$ cat src/rtl/core/i2cseq_pkg.sv
// Shared types, constants and codes for the I2C master byte sequencer.
package i2cseq_pkg;

  // Default width of the phase tick counter.
  localparam int unsigned PhaseCountBitsDef = 16;

  // Configuration register widths and reset values.
  localparam int unsigned CfgDataW = 16;
  localparam int unsigned CfgIdxW  = 2;
  localparam int unsigned PhaseW   = 16;
  localparam int unsigned TimeoutW = 8;

  localparam logic [PhaseW-1:0]   PhaseTicksRst    = PhaseW'(10);
  localparam logic [PhaseW-1:0]   AckPhaseTicksRst = PhaseW'(6);
  localparam logic [PhaseW-1:0]   ReadHoldTicksRst = PhaseW'(5);
  localparam logic [TimeoutW-1:0] AckTimeoutRst    = TimeoutW'(250);

  // Stream word widths.
  localparam int unsigned InDataW  = 16;
  localparam int unsigned InUserW  = 3;
  localparam int unsigned OutDataW = 16;

  // Configuration register indexes.
  typedef enum logic [CfgIdxW-1:0] {
    CFG_PHASE_TICKS     = 2'd0,
    CFG_ACK_PHASE_TICKS = 2'd1,
    CFG_READ_HOLD_TICKS = 2'd2,
    CFG_ACK_TIMEOUT     = 2'd3
  } cfg_idx_e;

  // Command codes carried on the input word.
  typedef enum logic [2:0] {
    CMD_START = 3'd0,
    CMD_STOP  = 3'd1,
    CMD_WRITE = 3'd2,
    CMD_WAIT  = 3'd3,
    CMD_READ  = 3'd4
  } cmd_e;

  // Sequencer phases.
  typedef enum logic [4:0] {
    S_IDLE    = 5'd0,
    S_ST_A    = 5'd1,
    S_ST_B    = 5'd2,
    S_SP_A    = 5'd3,
    S_SP_B    = 5'd4,
    S_WR_D    = 5'd5,
    S_WR_H    = 5'd6,
    S_WR_L    = 5'd7,
    S_WA_R    = 5'd8,
    S_WA_H    = 5'd9,
    S_WA_POLL = 5'd10,
    S_RD_L    = 5'd11,
    S_RD_H    = 5'd12,
    S_AK_L    = 5'd13,
    S_AK_H    = 5'd14
  } seq_state_e;

  typedef struct packed {
    logic [PhaseW-1:0]   phase_ticks;
    logic [PhaseW-1:0]   ack_phase_ticks;
    logic [PhaseW-1:0]   read_hold_ticks;
    logic [TimeoutW-1:0] ack_timeout;
  } cfg_t;

  typedef struct packed {
    logic       cmd_valid;
    logic [2:0] command;
    logic [7:0] tx_byte;
    logic       send_ack;
    logic       sda_sample;
  } in_item_t;

  typedef struct packed {
    logic       scl_level;
    logic       sda_level;
    logic       sda_drive;
    logic       busy_res;
    logic       done_res;
    logic [7:0] rx_byte;
    logic       ack_error;
  } result_t;

endpackage

$ cat src/rtl/core/i2c_master_byte_sequencer.sv
// Top level of the I2C master byte sequencer: stream ports, settings and output register.
// A result word appears on the master side in the cycle after its tick word is accepted.
// One tick word per cycle when the output has room; the state advances once per accepted word.
// The output register lets a new word in whenever the held result leaves in the same cycle.
// Reset (asynchronous, active low) idles the sequencer with SCL and SDA high and driven,
// clears the error flag and received byte, and loads the default phase lengths and timeout.
module i2c_master_byte_sequencer #(
  parameter int unsigned PHASE_COUNT_BITS = i2cseq_pkg::PhaseCountBitsDef
) (
  input  logic                              clk_i,
  input  logic                              rst_ni,
  // Tick words in.
  input  logic                              s_axis_tvalid,
  output logic                              s_axis_tready,
  // Bits from 0: cmd_valid, tx_byte[7:0], send_ack, sda_sample, zero fill.
  input  logic [i2cseq_pkg::InDataW-1:0]    s_axis_tdata,
  // Bits from 0: command[2:0].
  input  logic [i2cseq_pkg::InUserW-1:0]    s_axis_tuser,
  // Result words out.
  output logic                              m_axis_tvalid,
  input  logic                              m_axis_tready,
  // Bits from 0: scl_level, sda_level, sda_drive, busy_res, done_res,
  // rx_byte[7:0], ack_error, zero fill.
  output logic [i2cseq_pkg::OutDataW-1:0]   m_axis_tdata,
  // Register write port.
  input  logic                              cfg_we_i,
  input  logic [i2cseq_pkg::CfgIdxW-1:0]    cfg_idx_i,
  input  logic [i2cseq_pkg::CfgDataW-1:0]   cfg_data_i
);
  import i2cseq_pkg::*;

  cfg_t     cfg_q;
  in_item_t item;
  result_t  core_res, out_res;
  logic     step;
  logic     out_free;

  // Plain registers, one per write; user writes only with the sequencer idle, not enforced.
  always_ff @(posedge clk_i or negedge rst_ni) begin
    if (!rst_ni) begin
      cfg_q.phase_ticks     <= PhaseTicksRst;
      cfg_q.ack_phase_ticks <= AckPhaseTicksRst;
      cfg_q.read_hold_ticks <= ReadHoldTicksRst;
      cfg_q.ack_timeout     <= AckTimeoutRst;
    end else if (cfg_we_i) begin
      case (cfg_idx_e'(cfg_idx_i))
        CFG_PHASE_TICKS:     cfg_q.phase_ticks     <= cfg_data_i[PhaseW-1:0];
        CFG_ACK_PHASE_TICKS: cfg_q.ack_phase_ticks <= cfg_data_i[PhaseW-1:0];
        CFG_READ_HOLD_TICKS: cfg_q.read_hold_ticks <= cfg_data_i[PhaseW-1:0];
        CFG_ACK_TIMEOUT:     cfg_q.ack_timeout     <= cfg_data_i[TimeoutW-1:0];
        default: ;
      endcase
    end
  end

  // Unpack the tick word.
  assign item.cmd_valid  = s_axis_tdata[0];
  assign item.tx_byte    = s_axis_tdata[8:1];
  assign item.send_ack   = s_axis_tdata[9];
  assign item.sda_sample = s_axis_tdata[10];
  assign item.command    = s_axis_tuser;

  // Every tick produces exactly one result, so a word is taken only when the
  // output register has room for that result.
  assign s_axis_tready = out_free;
  assign step          = s_axis_tvalid && s_axis_tready;

  i2cseq_core #(
    .PHASE_COUNT_BITS(PHASE_COUNT_BITS)
  ) u_core (
    .clk_i    (clk_i),
    .rst_ni   (rst_ni),
    .step_i   (step),
    .item_i   (item),
    .cfg_i    (cfg_q),
    .result_o (core_res)
  );

  i2cseq_out_reg u_out_reg (
    .clk_i    (clk_i),
    .rst_ni   (rst_ni),
    .load_i   (step),
    .result_i (core_res),
    .ready_i  (m_axis_tready),
    .valid_o  (m_axis_tvalid),
    .free_o   (out_free),
    .result_o (out_res)
  );

  // Pack the result word.
  assign m_axis_tdata = {2'b00, out_res.ack_error, out_res.rx_byte, out_res.done_res,
                         out_res.busy_res, out_res.sda_drive, out_res.sda_level,
                         out_res.scl_level};

  // A completing command always leaves the sequencer idle.
  assert property (@(posedge clk_i) disable iff (!rst_ni)
    m_axis_tvalid |-> !(m_axis_tdata[4] && m_axis_tdata[3]))
    else $error("done and busy reported together");

  // An empty output register never stalls the tick stream.
  assert property (@(posedge clk_i) disable iff (!rst_ni)
    !m_axis_tvalid |-> s_axis_tready)
    else $error("input stalled with empty output register");

  // Every accepted tick yields a result word on the next cycle.
  assert property (@(posedge clk_i) disable iff (!rst_ni)
    (s_axis_tvalid && s_axis_tready) |=> m_axis_tvalid)
    else $error("accepted tick produced no result word");

endmodule

$ cat src/rtl/core/i2cseq_core.sv
// Sequencer state registers and the per-tick next-state logic.
module i2cseq_core #(
  parameter int unsigned PHASE_COUNT_BITS = i2cseq_pkg::PhaseCountBitsDef
) (
  input  logic                  clk_i,
  input  logic                  rst_ni,
  input  logic                  step_i,
  input  i2cseq_pkg::in_item_t  item_i,
  input  i2cseq_pkg::cfg_t      cfg_i,
  output i2cseq_pkg::result_t   result_o
);
  import i2cseq_pkg::*;

  localparam logic [PHASE_COUNT_BITS-1:0] PhaseMax = '1;

  seq_state_e                  st_q, st_d, ent_st;
  logic [PHASE_COUNT_BITS-1:0] phase_q, phase_d;
  logic [3:0]                  bc_q, bc_d;
  logic [7:0]                  shift_q, shift_d, shift_base;
  logic [7:0]                  poll_q, poll_d;
  logic                        ack_q, ack_d;
  logic                        err_q, err_d;
  logic                        scl_q, scl_d;
  logic                        sda_q, sda_d;
  logic                        dir_q, dir_d;
  logic [7:0]                  rx_q, rx_d;

  logic do_enter, finish, go_idle, go_poll, dec, scl_low, rx_load;
  logic poll_inc, err_set, err_clr, bc_inc, bc_clr, sh_load_tx, sh_clr, ack_load;
  logic poll_now;
  logic [PhaseW-1:0] len;

  // A zero length still lasts one tick; lengths past the counter saturate.
  function automatic logic [PHASE_COUNT_BITS-1:0] load_len(input logic [PhaseW-1:0] d);
    logic [PhaseW-1:0] v;
    logic              sat;
    v   = (d == '0) ? '0 : d - PhaseW'(1);
    sat = (PHASE_COUNT_BITS < PhaseW) && ((v >> PHASE_COUNT_BITS) != '0);
    return sat ? PhaseMax : PHASE_COUNT_BITS'(v);
  endfunction

  // Transition decision for one tick.
  always_comb begin
    do_enter   = 1'b0;
    ent_st     = S_IDLE;
    finish     = 1'b0;
    go_idle    = 1'b0;
    go_poll    = 1'b0;
    dec        = 1'b0;
    scl_low    = 1'b0;
    rx_load    = 1'b0;
    poll_inc   = 1'b0;
    err_set    = 1'b0;
    err_clr    = 1'b0;
    bc_inc     = 1'b0;
    bc_clr     = 1'b0;
    sh_load_tx = 1'b0;
    sh_clr     = 1'b0;
    ack_load   = 1'b0;
    // Polling happens in the poll phase and on the tick the high phase runs out.
    poll_now   = (st_q == S_WA_POLL) || (st_q == S_WA_H && phase_q == '0);

    if (st_q != S_IDLE) begin
      if (poll_now) begin
        go_poll = (st_q == S_WA_H);
        if (!item_i.sda_sample) begin
          scl_low = 1'b1;
          err_clr = 1'b1;
          finish  = 1'b1;
        end else if (poll_q >= cfg_i.ack_timeout) begin
          err_set  = 1'b1;
          do_enter = 1'b1;
          ent_st   = S_SP_A;
        end else begin
          poll_inc = 1'b1;
        end
      end else if (phase_q != '0) begin
        dec = 1'b1;
      end else begin
        case (st_q)
          S_ST_A: begin
            do_enter = 1'b1;
            ent_st   = S_ST_B;
          end
          S_ST_B: begin
            scl_low = 1'b1;
            finish  = 1'b1;
          end
          S_SP_A: begin
            do_enter = 1'b1;
            ent_st   = S_SP_B;
          end
          S_SP_B: finish = 1'b1;
          S_WR_D: begin
            do_enter = 1'b1;
            ent_st   = S_WR_H;
          end
          S_WR_H: begin
            do_enter = 1'b1;
            ent_st   = S_WR_L;
          end
          S_WR_L: begin
            bc_inc = 1'b1;
            if ((bc_q + 4'd1) >= 4'd8) begin
              finish = 1'b1;
            end else begin
              do_enter = 1'b1;
              ent_st   = S_WR_D;
            end
          end
          S_WA_R: begin
            do_enter = 1'b1;
            ent_st   = S_WA_H;
          end
          S_RD_L: begin
            do_enter = 1'b1;
            ent_st   = S_RD_H;
          end
          S_RD_H: begin
            bc_inc   = 1'b1;
            do_enter = 1'b1;
            ent_st   = ((bc_q + 4'd1) >= 4'd8) ? S_AK_L : S_RD_L;
          end
          S_AK_L: begin
            do_enter = 1'b1;
            ent_st   = S_AK_H;
          end
          S_AK_H: begin
            scl_low = 1'b1;
            rx_load = 1'b1;
            finish  = 1'b1;
          end
          default: go_idle = 1'b1;
        endcase
      end
    end else if (item_i.cmd_valid) begin
      bc_clr = 1'b1;
      case (cmd_e'(item_i.command))
        CMD_START: begin
          do_enter = 1'b1;
          ent_st   = S_ST_A;
        end
        CMD_STOP: begin
          do_enter = 1'b1;
          ent_st   = S_SP_A;
        end
        CMD_WRITE: begin
          sh_load_tx = 1'b1;
          do_enter   = 1'b1;
          ent_st     = S_WR_D;
        end
        CMD_WAIT: begin
          do_enter = 1'b1;
          ent_st   = S_WA_R;
        end
        CMD_READ: begin
          sh_clr   = 1'b1;
          ack_load = 1'b1;
          do_enter = 1'b1;
          ent_st   = S_RD_L;
        end
        default: ;
      endcase
    end
  end

  // Register updates, including the pin actions of the phase being entered.
  always_comb begin
    st_d    = st_q;
    phase_d = phase_q;
    poll_d  = poll_q;
    ack_d   = ack_load ? item_i.send_ack : ack_q;
    err_d   = err_set ? 1'b1 : (err_clr ? 1'b0 : err_q);
    scl_d   = scl_low ? 1'b0 : scl_q;
    sda_d   = sda_q;
    dir_d   = dir_q;
    rx_d    = rx_load ? shift_q : rx_q;
    bc_d    = bc_clr ? 4'd0 : (bc_inc ? bc_q + 4'd1 : bc_q);
    len     = cfg_i.phase_ticks;

    shift_base = sh_load_tx ? item_i.tx_byte : (sh_clr ? 8'd0 : shift_q);
    shift_d    = shift_base;

    // An ack seen on the first poll ends the command at once.
    if (go_poll)           st_d = S_WA_POLL;
    if (finish || go_idle) st_d = S_IDLE;
    if (poll_inc)          poll_d = poll_q + 8'd1;
    if (dec)               phase_d = phase_q - PHASE_COUNT_BITS'(1);

    if (do_enter) begin
      st_d = ent_st;
      case (ent_st)
        S_ST_A: begin
          dir_d = 1'b1;
          sda_d = 1'b1;
          scl_d = 1'b1;
        end
        S_ST_B: sda_d = 1'b0;
        S_SP_A: begin
          dir_d = 1'b1;
          scl_d = 1'b0;
          sda_d = 1'b0;
        end
        S_SP_B: begin
          scl_d = 1'b1;
          sda_d = 1'b1;
        end
        S_WR_D: begin
          dir_d   = 1'b1;
          scl_d   = 1'b0;
          sda_d   = shift_base[7];
          shift_d = {shift_base[6:0], 1'b0};
        end
        S_WR_H: scl_d = 1'b1;
        S_WR_L: scl_d = 1'b0;
        S_WA_R: begin
          dir_d  = 1'b0;
          sda_d  = 1'b1;
          poll_d = 8'd0;
          len    = cfg_i.ack_phase_ticks;
        end
        S_WA_H: begin
          scl_d = 1'b1;
          len   = cfg_i.ack_phase_ticks;
        end
        S_RD_L: begin
          dir_d = 1'b0;
          sda_d = 1'b1;
          scl_d = 1'b0;
        end
        S_RD_H: begin
          scl_d   = 1'b1;
          shift_d = {shift_base[6:0], item_i.sda_sample};
          len     = cfg_i.read_hold_ticks;
        end
        S_AK_L: begin
          scl_d = 1'b0;
          dir_d = 1'b1;
          sda_d = ~ack_q;
        end
        S_AK_H: scl_d = 1'b1;
        default: ;
      endcase
      phase_d = load_len(len);
    end
  end

  // The result of this tick is the state it leaves behind.
  always_comb begin
    result_o.scl_level = scl_d;
    result_o.sda_level = sda_d;
    result_o.sda_drive = dir_d;
    result_o.busy_res  = (st_d != S_IDLE);
    result_o.done_res  = finish;
    result_o.rx_byte   = rx_d;
    result_o.ack_error = err_d;
  end

  always_ff @(posedge clk_i or negedge rst_ni) begin
    if (!rst_ni) begin
      st_q    <= S_IDLE;
      phase_q <= '0;
      bc_q    <= 4'd0;
      shift_q <= 8'd0;
      poll_q  <= 8'd0;
      ack_q   <= 1'b0;
      err_q   <= 1'b0;
      scl_q   <= 1'b1;
      sda_q   <= 1'b1;
      dir_q   <= 1'b1;
      rx_q    <= 8'd0;
    end else if (step_i) begin
      st_q    <= st_d;
      phase_q <= phase_d;
      bc_q    <= bc_d;
      shift_q <= shift_d;
      poll_q  <= poll_d;
      ack_q   <= ack_d;
      err_q   <= err_d;
      scl_q   <= scl_d;
      sda_q   <= sda_d;
      dir_q   <= dir_d;
      rx_q    <= rx_d;
    end
  end

endmodule

$ cat src/rtl/core/i2cseq_out_reg.sv
// Output register holding one result word until the downstream side takes it.
module i2cseq_out_reg (
  input  logic                 clk_i,
  input  logic                 rst_ni,
  input  logic                 load_i,
  input  i2cseq_pkg::result_t  result_i,
  input  logic                 ready_i,
  output logic                 valid_o,
  output logic                 free_o,
  output i2cseq_pkg::result_t  result_o
);
  import i2cseq_pkg::*;

  logic    valid_q, valid_d;
  result_t data_q;

  // The register can take a new word when empty or when its word leaves now.
  assign free_o  = !valid_q || ready_i;
  assign valid_d = load_i || (valid_q && !ready_i);

  always_ff @(posedge clk_i or negedge rst_ni) begin
    if (!rst_ni) begin
      valid_q <= 1'b0;
    end else begin
      valid_q <= valid_d;
    end
  end

  always_ff @(posedge clk_i) begin
    if (load_i) begin
      data_q <= result_i;
    end
  end

  assign valid_o  = valid_q;
  assign result_o = data_q;

endmodule
$ cat config.mk
export PLATFORM = sky130hd
export DESIGN_NAME = i2c_master_byte_sequencer
export DESIGN_NICKNAME = d
export VERILOG_FILES = /design/src/rtl/core/i2cseq_pkg.sv /design/src/rtl/core/i2c_master_byte_sequencer.sv /design/src/rtl/core/i2cseq_core.sv /design/src/rtl/core/i2cseq_out_reg.sv
export SDC_FILE = /design/constraint.sdc
export NUM_CORES = 1
export LEC_CHECK = 0
export ABC_AREA = 1
export BUFFER_PORTS_ARGS = -buffer_cell sky130_fd_sc_hd__buf_2
export CAP_MARGIN = 0
export CORE_ASPECT_RATIO = 0.7
export CORE_MARGIN = 1.5
export CORE_UTILIZATION = 60
export CTS_CLUSTER_SIZE = 14
export DETAILED_ROUTE_END_ITERATION = 7
export PLACE_DENSITY = 0.8
export SLEW_MARGIN = 20
export SYNTH_ARGS = -nofsm -noshare
export SYNTH_HDL_FRONTEND = slang
export SYNTH_SLANG_ARGS = --single-unit
$ cat constraint.sdc
create_clock -name clk_i -period 3.7 [get_ports clk_i]
set_input_delay 0.37 -clock clk_i [delete_from_list [all_inputs] [get_ports clk_i]]
set_output_delay 0.37 -clock clk_i [all_outputs]
set_load 0.005 [all_outputs]
---- After elaboration in Yosys (flattened, before gate mapping) ----
Cells that the tools add are included.
storage, ports and cells
  register bits after elaboration ......... 125
  bits of input ports ..................... 42
  output and inout bits ................... 18
  logic and storage cells ................. 191
cells by class
  add/sub/neg operators ................... 4
  $lt $le $gt $ge ......................... 2
  equality and inequality tests ........... 34
  mux-type cells .......................... 89
  bitwise logic cells ..................... 1
  reduce and logical (&&, ||, !) cells .... 38
operators with widths
  operator                 count
  $eq A5 B4 Y1 const B     13
  $mux W16                 4
  $mux W1                  56
  $mux W8                  7
  $pmux W5 S9              1
  $eq A5 B3 Y1 const B     8
  $mux W5                  8
  $logic_not A16 Y1        2
  $pmux W16 S2             1
  $sub A16 B1 Y16 const B  2
  $eq A5 B2 Y1 const B     4
  $pmux W4 S5              1
  $pmux W8 S2              1
  $reduce_bool A16 Y1      1
  $reduce_and A2 Y1        7
  $reduce_or A12 Y1        1
  $eq A5 B1 Y1 const B     2
  $reduce_bool A5 Y1       2
  $reduce_or A2 Y1         5
  $reduce_or A5 Y1         2
  $add A8 B1 Y8 const B    1
  $ge A8 B8 Y1             1
  $mux W4                  2
  $pmux W1 S2              4
  other kinds (21)         32

---- Logic depth before layout (Yosys ltp) ----
  depth after elaboration ................. 14
  depth in mapped cells ................... 25

---- Modules after synthesis ----
From an unflattened synthesis, not the netlist that was laid out.
unflattened totals
  cells, all modules ...................... 1066
  area, all modules ....................... 7807.5 um^2
by module, submodules not included
  module                     times used  cells each  area each (um^2)  sequential area each (um^2)
  i2cseq_core                1           793         5014.8            1355.0
  i2c_master_byte_sequencer  1           254         2327.2            1416.4
  i2cseq_out_reg             1           19          465.4             445.4

---- Worst setup path before layout ----
OpenSTA, ideal clock, no wires.
  path type ............................... flip-flop to flip-flop
  from .................................... reg cfg_q[7] (netlist bit)
  to ...................................... reg u_core.phase_q[14]
  data arrival time ....................... 3.072 ns
  data required time ...................... 3.578 ns
  path slack .............................. 0.506 ns
  cell stages (with the launch flop) ...... 22
  buffers on the path ..................... 1
  clock period less this slack ............ 3.194 ns
  cells stage by stage .................... dfstp_2 inv_1 ha_1 a21o_1 nor2_1 nand3_1 nand3_2 nand3_2 nor2_4 nand2_4 nand2_1 inv_2 a21oi_2 ha_1 nand3_1 nor2_1 nand2_1 nor2_2 a21oi_4 buf_6 nand2_1 a21oi_1
between the ends
  cells in the longest elaborated chain, start to end .. 12
  elaborated cells on any way between the ends .. 21
  those cells by class .................... 1 x add/sub; 1 x order compare; 3 x eq/ne; 12 x mux; 4 x reduce/logical
RTL lines
  item                                                         line                             text
  from (decl)                                                  i2c_master_byte_sequencer.sv:32  cfg_t cfg_q;
  $ge A8 B8 Y1 (*)                                             i2cseq_core.sv:70                end else if (poll_q >= cfg_i.ack_timeout) begin
  $mux W2                                                      i2cseq_core.sv:70
  $mux W5                                                      i2cseq_core.sv:66                if (!item_i.sda_sample) begin
  $mux W5                                                      i2cseq_core.sv:64                if (poll_now) begin
  $mux W5                                                      i2cseq_core.sv:63                if (st_q != S_IDLE) begin
  $eq A5 B4 Y1                                                 i2cseq_core.sv:192               case (ent_st)
  $reduce_or A2 Y1 (no source line)                            --
  $pmux W16 S2                                                 i2cseq_core.sv:192
  $mux W16                                                     i2cseq_core.sv:190               if (do_enter) begin
  $sub A16 B1 Y16 / $logic_not A16 Y1 (equally long branches)  i2cseq_core.sv:37                v = (d == '0) ? '0 : d - PhaseW'(1);
  $mux W16                                                     i2cseq_core.sv:37
  $mux W16                                                     i2cseq_core.sv:190
  to (signal assigned)                                         i2cseq_core.sv:274               phase_q <= phase_d;
  to (decl)                                                    i2cseq_core.sv:17                logic [PHASE_COUNT_BITS-1:0] phase_q, phase_d;
Every way passes the cells marked *; elsewhere a longest branch is shown, timed or not. The select of a mux whose other input is x is not followed.
A chain may end at the register's enable or synchronous reset.

---- Final worst setup path ----
  from .................................... reg cfg_q[5] (netlist bit)
  to ...................................... reg u_core.phase_q[11]
Same word-level chain as after synthesis.

==> results.py <==
metrics = {
    "global_route": {
        "grt_pass1_wl_um": 30300,
        "antenna_found_initial": 0,
        "grt_pass1_vias": 6143,
        "gr-total-overflow": 0,
        "grt_max_degree": 73,
        "grt_usage": 0.3033,
    },
    "power_and_ir_drop": {
        "leakage_nw": 4.157,
        "peakVddDrop_mv": 0.4507,
        "power.density_nw_per_um2": 673.0,
    },
    "min_path": {
        "hp-class": "input pin to async pin",
    },
    "drt": {
        "drt-pass1-iter-count": 7,
        "wl_per_cell_um": 15.35,
        "postRouteAntennaNets": 0,
        "vias": 6726,
        "wl_um": 18380,
        "drt-initial-drc-count": 684,
        "routed_via_density": 5.619,
        "drc": 0,
    },
    "finish": {
        "area_growth_pct": 17.59,
        "drive_gt1_frac": 0.2029,
        "diodes": 0,
        "fin_nets": 1081,
        "n_fill_cell": 903,
    },
    "synth": {
        "synthMuxAreaShare": 0.002904,
        "ys.flop_type": "dfrtp_1",
        "synth_commonest_cells": "nand2_1, o21ai_0, inv_1, nor2_1, dfrtp_1",
        "synth_top_area_frac": 0.3280,
        "synth_area_leaders": "dfrtp_1, nand2_1, o21ai_0",
        "ys_seq_elements": 125,
        "synth_top_area_cell": "dfrtp_1",
        "synth_edf_count": 14,
        "ys_seq_area_frac": 0.4392,
        "yosys.area_share.simple": 0.3136,
        "syn_area_sq_um": 7325,
        "synth_compound_area_frac": 0.1312,
        "synthAdderAreaFrac": 0.02050,
        "synthMostInstantiatedCell": "nand2_1",
        "synth.distinct_cells": 55,
        "synth_top_family_by_area": "simple AND/OR/NAND/NOR gates",
        "yosys_warnings": 0,
        "async_flop_share": 0.8880,
        "syn-instance-count": 957,
        "synth-xor-area-share": 0.01315,
        "synth.avg_cell_area_sq_um": 7.654,
    },
    "floorplan": {
        "die_w_um": 135.1,
        "die_h_um": 95.44,
        "rows": 33,
        "io_pins": 60,
        "die-area_sq_um": 12890,
        "coreArea_sq_um": 11810,
        "start_util": 0.6203,
    },
    "timing": {
        "clock_skew_ns": 0.01061,
        "hold_slack_ns": 0.08785,
        "hold_violations": 0,
        "setup_viol": 0,
        "relSlewSlack": 0.3653,
        "period_needed_ns": 3.544,
        "max_freq_ghz": 0.2822,
        "fin_crit_sh": 0.9579,
        "layout_setup_ws_ns": 0.1559,
        "maxSlewViolCount": 0,
        "tns_ns": 0,
        "tightest_slew_ns": 0.9521,
    },
    "flow_run": {
        "maxCapViolCount": 0,
    },
    "clocking": {
        "clock_path_buffers": 2,
        "cts_htree_levels": 4,
        "cts_tree": "built",
        "clock-root-buffer": "clkbuf_16",
        "numCtsBuffers": 17,
        "clkTransAtPathRegs_ns": 0.06,
        "clock_latency_ns": 0.42,
        "cts_sinks": 125,
    },
    "worst_setup_path": {
        "r2r_slack_ns": 0.16,
        "reg2reg_from": "cfg_q[5]$_DFFE_PN1P_",
        "crit_fanout": 8,
        "cp.required_ns": 4.01,
        "r2r-end": "u_core.phase_q[11]$_DFFE_PN0P_",
        "reg2regPathDepth": 22,
        "end_kind": "register",
        "crit_path_start_kind": "register",
        "cp.arrival_ns": 3.85,
        "path_class": "register to register",
    },
    "run_status": {
        "status": "finished clean",
    },
    "placement": {
        "place_congestion": 0.9334,
        "dp_hpwl_um": 12400,
        "io_buffers": 52,
        "pre_cts_slack_ns": 0.1677,
    },
}
[timing repair]
item                       4_1_cts  5_1_grt
gates resized for setup          0       15
hold buffers                     0        0
setup endpoints to repair        0       16
buffers inserted                 0       11
[worst max path at each step]
stage | start | end | slack [ns] | depth (start not counted)
after floorplan | cfg_q[7]$_DFFE_PN1P_ | u_core.phase_q[14]$_DFFE_PN0P_ | 0.51 | 21
after global placement | cfg_q[5]$_DFFE_PN1P_ | u_core.phase_q[4]$_DFFE_PN0P_ | 0.21 | 21
after detailed placement | cfg_q[5]$_DFFE_PN1P_ | u_core.phase_q[4]$_DFFE_PN0P_ | 0.17 | 21
after CTS | cfg_q[5]$_DFFE_PN1P_ | u_core.phase_q[4]$_DFFE_PN0P_ | 0.04 | 21
after global routing | cfg_q[5]$_DFFE_PN1P_ | u_core.phase_q[11]$_DFFE_PN0P_ | -0.07 | 22
final | cfg_q[5]$_DFFE_PN1P_ | u_core.phase_q[11]$_DFFE_PN0P_ | 0.16 | 22
[metrics by stage]
step / instances / cell area, sq um / util / power [mW]
global placement: 1154 / 7767 / 0.6578 / 3.693
floorplan: 958 / 7328 / - / 3.270
finish: 1197 / 8613 / 0.7294 / 5.796
CTS: 1186 / 8444 / 0.7151 / 5.688
detailed placement: 1154 / 7767 / 0.6578 / 3.741
global route: 1197 / 8613 / 0.7294 / 6.145
[cell usage in the layout, fill, tap and decap left out, drive strengths merged, types with 9 or more instances in the layout]
cell / n
nand3: 92
ha: 12
edfxtp: 14
o21ai: 102
nor3: 16
nand2: 247
dfstp: 15
nor2: 116
a21oi: 49
clkbuf: 19
nand4: 9
inv: 117
buf: 79
dfrtp: 96
xor2: 9
[layer usage]
layer / GRT usage / vias up / wire length, um
met4: 0.07258 / 0 / 172
met5: 0 / - / 0
met3: 0.05476 / 19 / 1459
met2: 0.4650 / 277 / 8030
met1: 0.4491 / 3163 / 8714
li1: - / 3267 / -
[kinds of logic (layout without fill, tap and decap cells)]
logic type,Yosys count,in the layout
AOI/OAI and AO/OA,173,173
muxes,2,2
and+or+nand+nor,492,492
buffers and inverters,141,223
xor gates and xnor gates,11,11
other,1,2
adders and majority gates,12,12
DFF,125,125
[sequential cells by signal, indices dropped and copies added, names as in the netlist]
signal and cells:
u_core.ack_q 1, u_core.poll_q 8, u_core.scl_q 1, u_core.dir_q 1, u_out_reg.result_o 14, u_core.err_q 1
u_core.bc_q 4, u_core.rx_q 8, u_core.shift_q 8, u_core.phase_q 16, cfg_q 56, u_core.st_q 5
u_core.sda_q 1, u_out_reg.valid_o 1
[final cells by class]
class                   count  area, sq um  area share
well taps                 157        196.4     0.02281
clock inverters            13        222.7     0.02586
inverters                 112        425.4     0.04939
clock buffers              19        454.2     0.05273
multi-input cells         692         3620      0.4202
flip-flops and latches    125         3217      0.3735
repair buffers             79        478.0     0.05549
[report_power, final]
group / total, mW / internal, mW / switching [mW]
Combinational: 1.86 / 0.673 / 1.19
Sequential: 2.01 / 1.74 / 0.270
Clock: 1.92 / 1.26 / 0.666
[worst max-delay path, stage by stage (launching register included)]
cell,delay [ns]
dfstp_2,0.53
inv_1,0.04
ha_1,0.32
a21oi_2,0.15
nor2_1,0.05
nor2_1,0.15
nand3_2,0.13
nand3_4,0.15
nand3_4,0.11
nor2_4,0.25
nand2_4,0.06
nand2_1,0.07
inv_2,0.07
a21oi_4,0.15
ha_2,0.23
nand3_2,0.11
nor2_4,0.15
nand2_1,0.07
nor2_2,0.16
a21oi_4,0.11
buf_4,0.18
nand2_1,0.10
a21oi_1,0.07
No activity file was read; power rests on OpenSTA's default activity.
